<file path="src/design/tcs_pkg.sv">
package tcs_pkg;

  localparam int COLUMNS_DEFAULT     = 80;
  localparam int ROWS_DEFAULT        = 25;
  localparam int QUEUE_DEPTH_DEFAULT = 2;

  localparam int CMD_W      = 2;
  localparam int CHAR_W     = 8;
  localparam int COLOR_W    = 8;
  localparam int CELL_W     = 16;
  localparam int READ_ROW_W = 5;
  localparam int READ_COL_W = 7;
  localparam int CUR_ROW_W  = 5;
  localparam int CUR_COL_W  = 7;

  localparam logic [CHAR_W-1:0]  CH_CR            = 8'd13;
  localparam logic [CHAR_W-1:0]  CH_LF            = 8'd10;
  localparam logic [CHAR_W-1:0]  CH_SPACE         = 8'h20;
  localparam logic [COLOR_W-1:0] TEXT_COLOR_RESET = 8'h07;
  localparam logic [CELL_W-1:0]  RESET_CELL       = {TEXT_COLOR_RESET, CH_SPACE};

  typedef enum logic [CMD_W-1:0] {
    CMD_PUT   = 2'd0,
    CMD_READ  = 2'd1,
    CMD_CLEAR = 2'd2
  } cmd_t;

  // Operation classes handed from the front to the back.
  typedef enum logic [2:0] {
    OP_NONE,
    OP_PUT,
    OP_CR,
    OP_LF,
    OP_READ,
    OP_CLEAR
  } op_t;

  typedef enum logic [1:0] {
    BK_IDLE,
    BK_READ,
    BK_SWEEP
  } back_state_t;

  typedef struct packed {
    logic [CMD_W-1:0]      cmd;
    logic [CHAR_W-1:0]     char_code;
    logic [READ_ROW_W-1:0] read_row;
    logic [READ_COL_W-1:0] read_col;
  } req_t;

  typedef struct packed {
    logic [CELL_W-1:0]    cell_value;
    logic [CUR_ROW_W-1:0] cursor_row;
    logic [CUR_COL_W-1:0] cursor_col;
  } rsp_t;

  typedef struct packed {
    op_t                   op;
    logic [CHAR_W-1:0]     char_code;
    logic [READ_ROW_W-1:0] read_row;
    logic [READ_COL_W-1:0] read_col;
  } entry_t;

endpackage

</file>
<file path="src/design/tcs_queue.sv">
module tcs_queue import tcs_pkg::*; #(
  parameter int DEPTH = QUEUE_DEPTH_DEFAULT
) (
  input  logic   clk,
  input  logic   rst,
  input  logic   push,
  input  entry_t push_entry,
  output logic   full,
  input  logic   pop,
  output entry_t head,
  output logic   not_empty
);
  localparam int PTR_W = (DEPTH > 1) ? $clog2(DEPTH) : 1;
  localparam int CNT_W = $clog2(DEPTH + 1);
  localparam logic [PTR_W-1:0] LAST_PTR = PTR_W'(DEPTH - 1);

  entry_t           slots [DEPTH];
  logic [PTR_W-1:0] wr_ptr, rd_ptr;
  logic [CNT_W-1:0] count;

  assign full      = (count == CNT_W'(DEPTH));
  assign not_empty = (count != '0);
  assign head      = slots[rd_ptr];

  always_ff @(posedge clk) begin
    if (push) begin
      slots[wr_ptr] <= push_entry;
    end
  end

  always_ff @(posedge clk) begin
    if (rst) begin
      wr_ptr <= '0;
      rd_ptr <= '0;
      count  <= '0;
    end else begin
      if (push) begin
        wr_ptr <= (wr_ptr == LAST_PTR) ? '0 : wr_ptr + 1'b1;
      end
      if (pop) begin
        rd_ptr <= (rd_ptr == LAST_PTR) ? '0 : rd_ptr + 1'b1;
      end
      if (push && !pop) begin
        count <= count + 1'b1;
      end else if (pop && !push) begin
        count <= count - 1'b1;
      end
    end
  end
endmodule

</file>
<file path="config.mk">
export PLATFORM = sky130hd
export DESIGN_NAME = tcs_queue
export DESIGN_NICKNAME = d
export VERILOG_FILES = /design/src/design/tcs_pkg.sv /design/src/design/tcs_queue.sv
export SDC_FILE = /design/constraint.sdc
export NUM_CORES = 1
export LEC_CHECK = 0
export ABC_AREA = 1
export BUFFER_PORTS_ARGS = -buffer_cell sky130_fd_sc_hd__buf_2
export CAP_MARGIN = 0
export CORE_MARGIN = 2
export CORE_UTILIZATION = 50
export DETAILED_ROUTE_END_ITERATION = 8
export PLACE_DENSITY_LB_ADDON = 0.08
export SYNTH_ARGS = -nofsm -noshare
export SYNTH_HDL_FRONTEND = slang
export SYNTH_SLANG_ARGS = --single-unit
export TNS_END_PERCENT = 20
</file>
<file path="constraint.sdc">
create_clock -name clk -period 2.6 [get_ports clk]
set_input_delay 0.52 -clock clk [delete_from_list [all_inputs] [get_ports clk]]
set_output_delay 0.52 -clock clk [all_outputs]
set_load 0.02 [all_outputs]
</file>
* Word-level counts from Yosys, hierarchy flattened
Memories as Yosys holds them, arrays and structs flattened. A register that Yosys moved wholly into a read port is not among the register bits.
Cells that the tools add are included.
** Cells by class
- Muxes and demuxes :: 8
- Add/subtract/negate cells :: 4
- Reductions and logical operators :: 6
- Equality and inequality tests :: 1
** Operators with widths (count)
- $mux 1 :: 6
- $mux 2 :: 2
- $reduce_bool 2->1 :: 2
- $add 1x1->1 const B :: 2
- $add 2x1->2 const B :: 1
- $eq 2x2->1 const B :: 1
- $logic_and 1x1->1 :: 2
- $logic_not 1->1 :: 2
- $sub 2x1->2 const B :: 1
** Storage, ports and cells
- Register bits :: 4
- Word-level logic and storage cells :: 23
- Output and inout bits :: 25
- Memory bits (writable) :: 46
- Input port bits :: 27
- Memories :: 1
** Memories
- slots :: words 2, width 23, read ports 1, clocked after memory_dff 1, wr ports 1, RTL line tcs_queue.sv:17 : entry_t slots [DEPTH];

* Depth between registers and ports, before layout
- Word-level depth :: 4
- Gate-level depth with buffers :: 8
- Gate-level depth less buffers :: 8

* Worst setup path after synthesis
Ideal clock, no wire load.
- Path type :: in2reg
- Start point :: input push
- End point :: memory slots[0][0] (netlist bit), enable pin
- Library setup time :: 0.403 ns
- Buffers on the path :: 0
- Stages on the path :: 2
- Path slack :: 0.663 ns
- Arrival :: 1.534 ns
- Required time :: 2.197 ns
- Path through :: inv_1 > nor2_1
** On the way
- Cells in the longest elaborated chain, start to end :: 2
** Ends and longest elaborated chain
- from (decl) :: RTL line tcs_queue.sv:6 : input logic push,
- $mux 1 :: RTL line tcs_queue.sv:26 : if (push) begin
- $mux 1 (not written as such) :: RTL line tcs_queue.sv:27 : slots[wr_ptr] <= push_entry;
- to (decl) :: RTL line tcs_queue.sv:17
No other way between the ends.

==> flow_metrics.tcl <==
set metrics [dict create \
    status "completed" \
    cp.required_ns 2.08 \
    fin_util_pct 63.46 \
    end_kind "output port" \
    fmax_ghz 0.5322 \
    drv_slew 0 \
    min_period_over_period_pct 72.27 \
    min_path_cells 1 \
    tightestPinTransition_ns 0.5644 \
    hp-class "in -> reg" \
    path_class "reg -> out" \
    grt.total_usage_pct 14.44 \
    setup_viol 0 \
    std_cell_rows 22 \
    post-route-min-period_ns 1.879 \
    clock_latency_ns 0.29 \
    cp_data_arrival_time_ns 1.36 \
    place_congestion 0.6884 \
    port_buffers 51 \
    combPwrFrac_pct 14.3 \
    max-vdd-ir-drop_uv 484.6 \
    cts_tree "built" \
    drc_errors 0 \
    drt_first_pass_iters 2 \
    leakage_uw 0.0009164 \
    switchingPower_uw 368.6 \
    dp_hpwl_um 1954 \
    crit_family "buffers and inverters" \
    cts_buffers 5 \
    crit_fanout 12 \
    ys.warnings.count 0 \
    cts_setup_buffers 0 \
    dieArea_sq_um 4286 \
    die_y_um 65.47 \
    path_cells "buf_4 -> mux2_2 -> buf_2" \
    grt_start_max_net_pins 16 \
    syn2layout_area_growth_pct 22.05 \
    coreArea_sq_um 3633 \
    synth_nets 132 \
    finalNonFillerCells 214 \
    seqPwrFrac_pct 60.1 \
    avgViaCountPerCell 4.757 \
    total_power_uw 1590 \
    drv_cap 0 \
    finalHoldViolCount 0 \
    io_pins 52 \
    path_clk_slew_ns 0.08 \
    syn_inst 104 \
    htree_levels 2 \
    reg2reg_depth 3 \
    antenna_found_initial 0 \
    cp_num_buf_inv 2 \
    cts_resized 0 \
    syn-cell-area_sq_um 1889 \
    critical_path.max_stage_delay_ns 0.36 \
    hold_ws_ns 0.4097 \
    grt_pass1_wl_um 4450 \
    clock-root-buffer "clkbuf_8" \
    grt.overflow.total 0 \
    wl_um 2664 \
    grt_pass1_vias 1031 \
    final_layout_size_suffix_gt1_share_pct 51.81 \
    vias 1018 \
    clk_path_buf_depth 2 \
    fin_skew_ns 0.003319 \
    drtIter0Drc 18 \
    die_w_um 65.47 \
    cellPowerDensity_nw_per_um2 689.7 \
    slew_headroom_pct 62.33 \
    cpMaxStageDelayCell "mux2_2" \
    antennaDiodeCount 0 \
    avgSynthCellArea_sq_um 18.17 \
    ys_types 14 \
    cellInternalPower_uw 1222 \
    rsz0062_at_grt "false" \
    start_util_pct 52.00 \
    ys_ff_latch 51 \
    final_nets 193 \
    hold_buffers 0 \
    path_depth 3 \
    p_sw_share_pct 23.17 \
    cts_sinks 51 \
    ant_nets 0 \
    fillers 319 \
    detail_route.wl_per_cell_um 12.45 \
    clkPwrFrac_pct 25.6 \
    crit_path_start_kind "register" \
    setup_tns_ns 0 \
    dpl.cell_count 206 \
    yosysSeqAreaShare_pct 78.41 \
]
[flip-flops by register name, summed over array words and instances (netlist names), named ones only]
signal / cells
rd_ptr: 1
wr_ptr: 1
count: 2
slots: 46
[routing by layer]
layer / GRT usage, % / vias up / routed length (um)
met5: 0 / - / 0
met4: 7.031 / 0 / 51
met3: 5.308 / 5 / 182
met2: 25.26 / 32 / 1344
met1: 15.32 / 482 / 1086
li1: - / 499 / -
[cells in the mapped netlist]
| master | instances | share of area, % |
|---|---|---|
| edfxtp_1 | 46 | 73 |
| buf_6 | 2 | 1.2 |
| nand3_1 | 1 | 0.26 |
| mux2_2 | 23 | 14 |
| dfxtp_1 | 5 | 5.3 |
| xnor2_1 | 1 | 0.46 |
| ha_1 | 1 | 0.66 |
| nand4_1 | 1 | 0.33 |
| nor3_1 | 1 | 0.26 |
| nand2_1 | 6 | 1.2 |
| inv_1 | 9 | 1.8 |
| o21ai_0 | 1 | 0.26 |
| a21oi_1 | 1 | 0.26 |
| nor2_1 | 6 | 1.2 |
[cell type report]
cell class / count / area (sq um) / area share, %
repair buffers: 56 / 292.8 / 12.70
clock inverters: 3 / 15.01 / 0.6511
flip-flops and latches: 51 / 1481 / 64.24
inverters: 9 / 33.78 / 1.465
multi-input cells: 42 / 354.1 / 15.36
clock buffers: 5 / 68.82 / 2.984
well taps: 48 / 60.06 / 2.604
[layout by cell type, fill, tap and decap left out]
master and n:
nor2_1 5, xnor2_1 1, clkinv_1 2, nor3_1 1
nand4_1 1, inv_1 9, o21ai_0 1, buf_4 5
edfxtp_1 46, nand2_1 6, clkbuf_8 5, dfxtp_1 5
nand3_1 1, a21oi_1 1, nor2_2 1, clkinvlp_4 1
buf_2 51, mux2_2 23, ha_1 1
[path summary, 6_finish.rpt]
path	start	end	slack (ns)
setup / recovery	register	head[7]	0.72
setup reg to reg	wr_ptr	slots[1][1]	1.16
hold reg to reg	rd_ptr	rd_ptr	0.52
hold / removal	push_entry[10]	slots[0][10]	0.41
[per-stage QoR]
stage               area, sq um  setup slack [ns]
floorplan                  1889            0.6632
global placement           2222            0.8599
detailed placement         2222            0.8622
CTS                        2306            0.6849
global route               2306            0.6454
finish                     2306            0.7209
[cells by family after synthesis]
family | synth area share, %
AO/OA/AOI/OAI | 0.5293
flip-flops | 78.41
XOR/XNOR | 0.4637
buffers and inverters | 2.980
multiplexers | 13.71
AND/OR/NAND/NOR | 3.245
adder cells (fa/ha/maj) | 0.6621
[power groups by stage]
stage / Clock [uW] / Combinational [uW] / Sequential, uW
final: 408 / 227 / 955
after global routing: 452 / 249 / 960
after CTS: 426 / 233 / 956
after detailed placement: 0 / 232 / 975
after global placement: 0 / 227 / 973
after floorplan: 0 / 150 / 973
No activity file was read; power rests on OpenSTA's default activity.
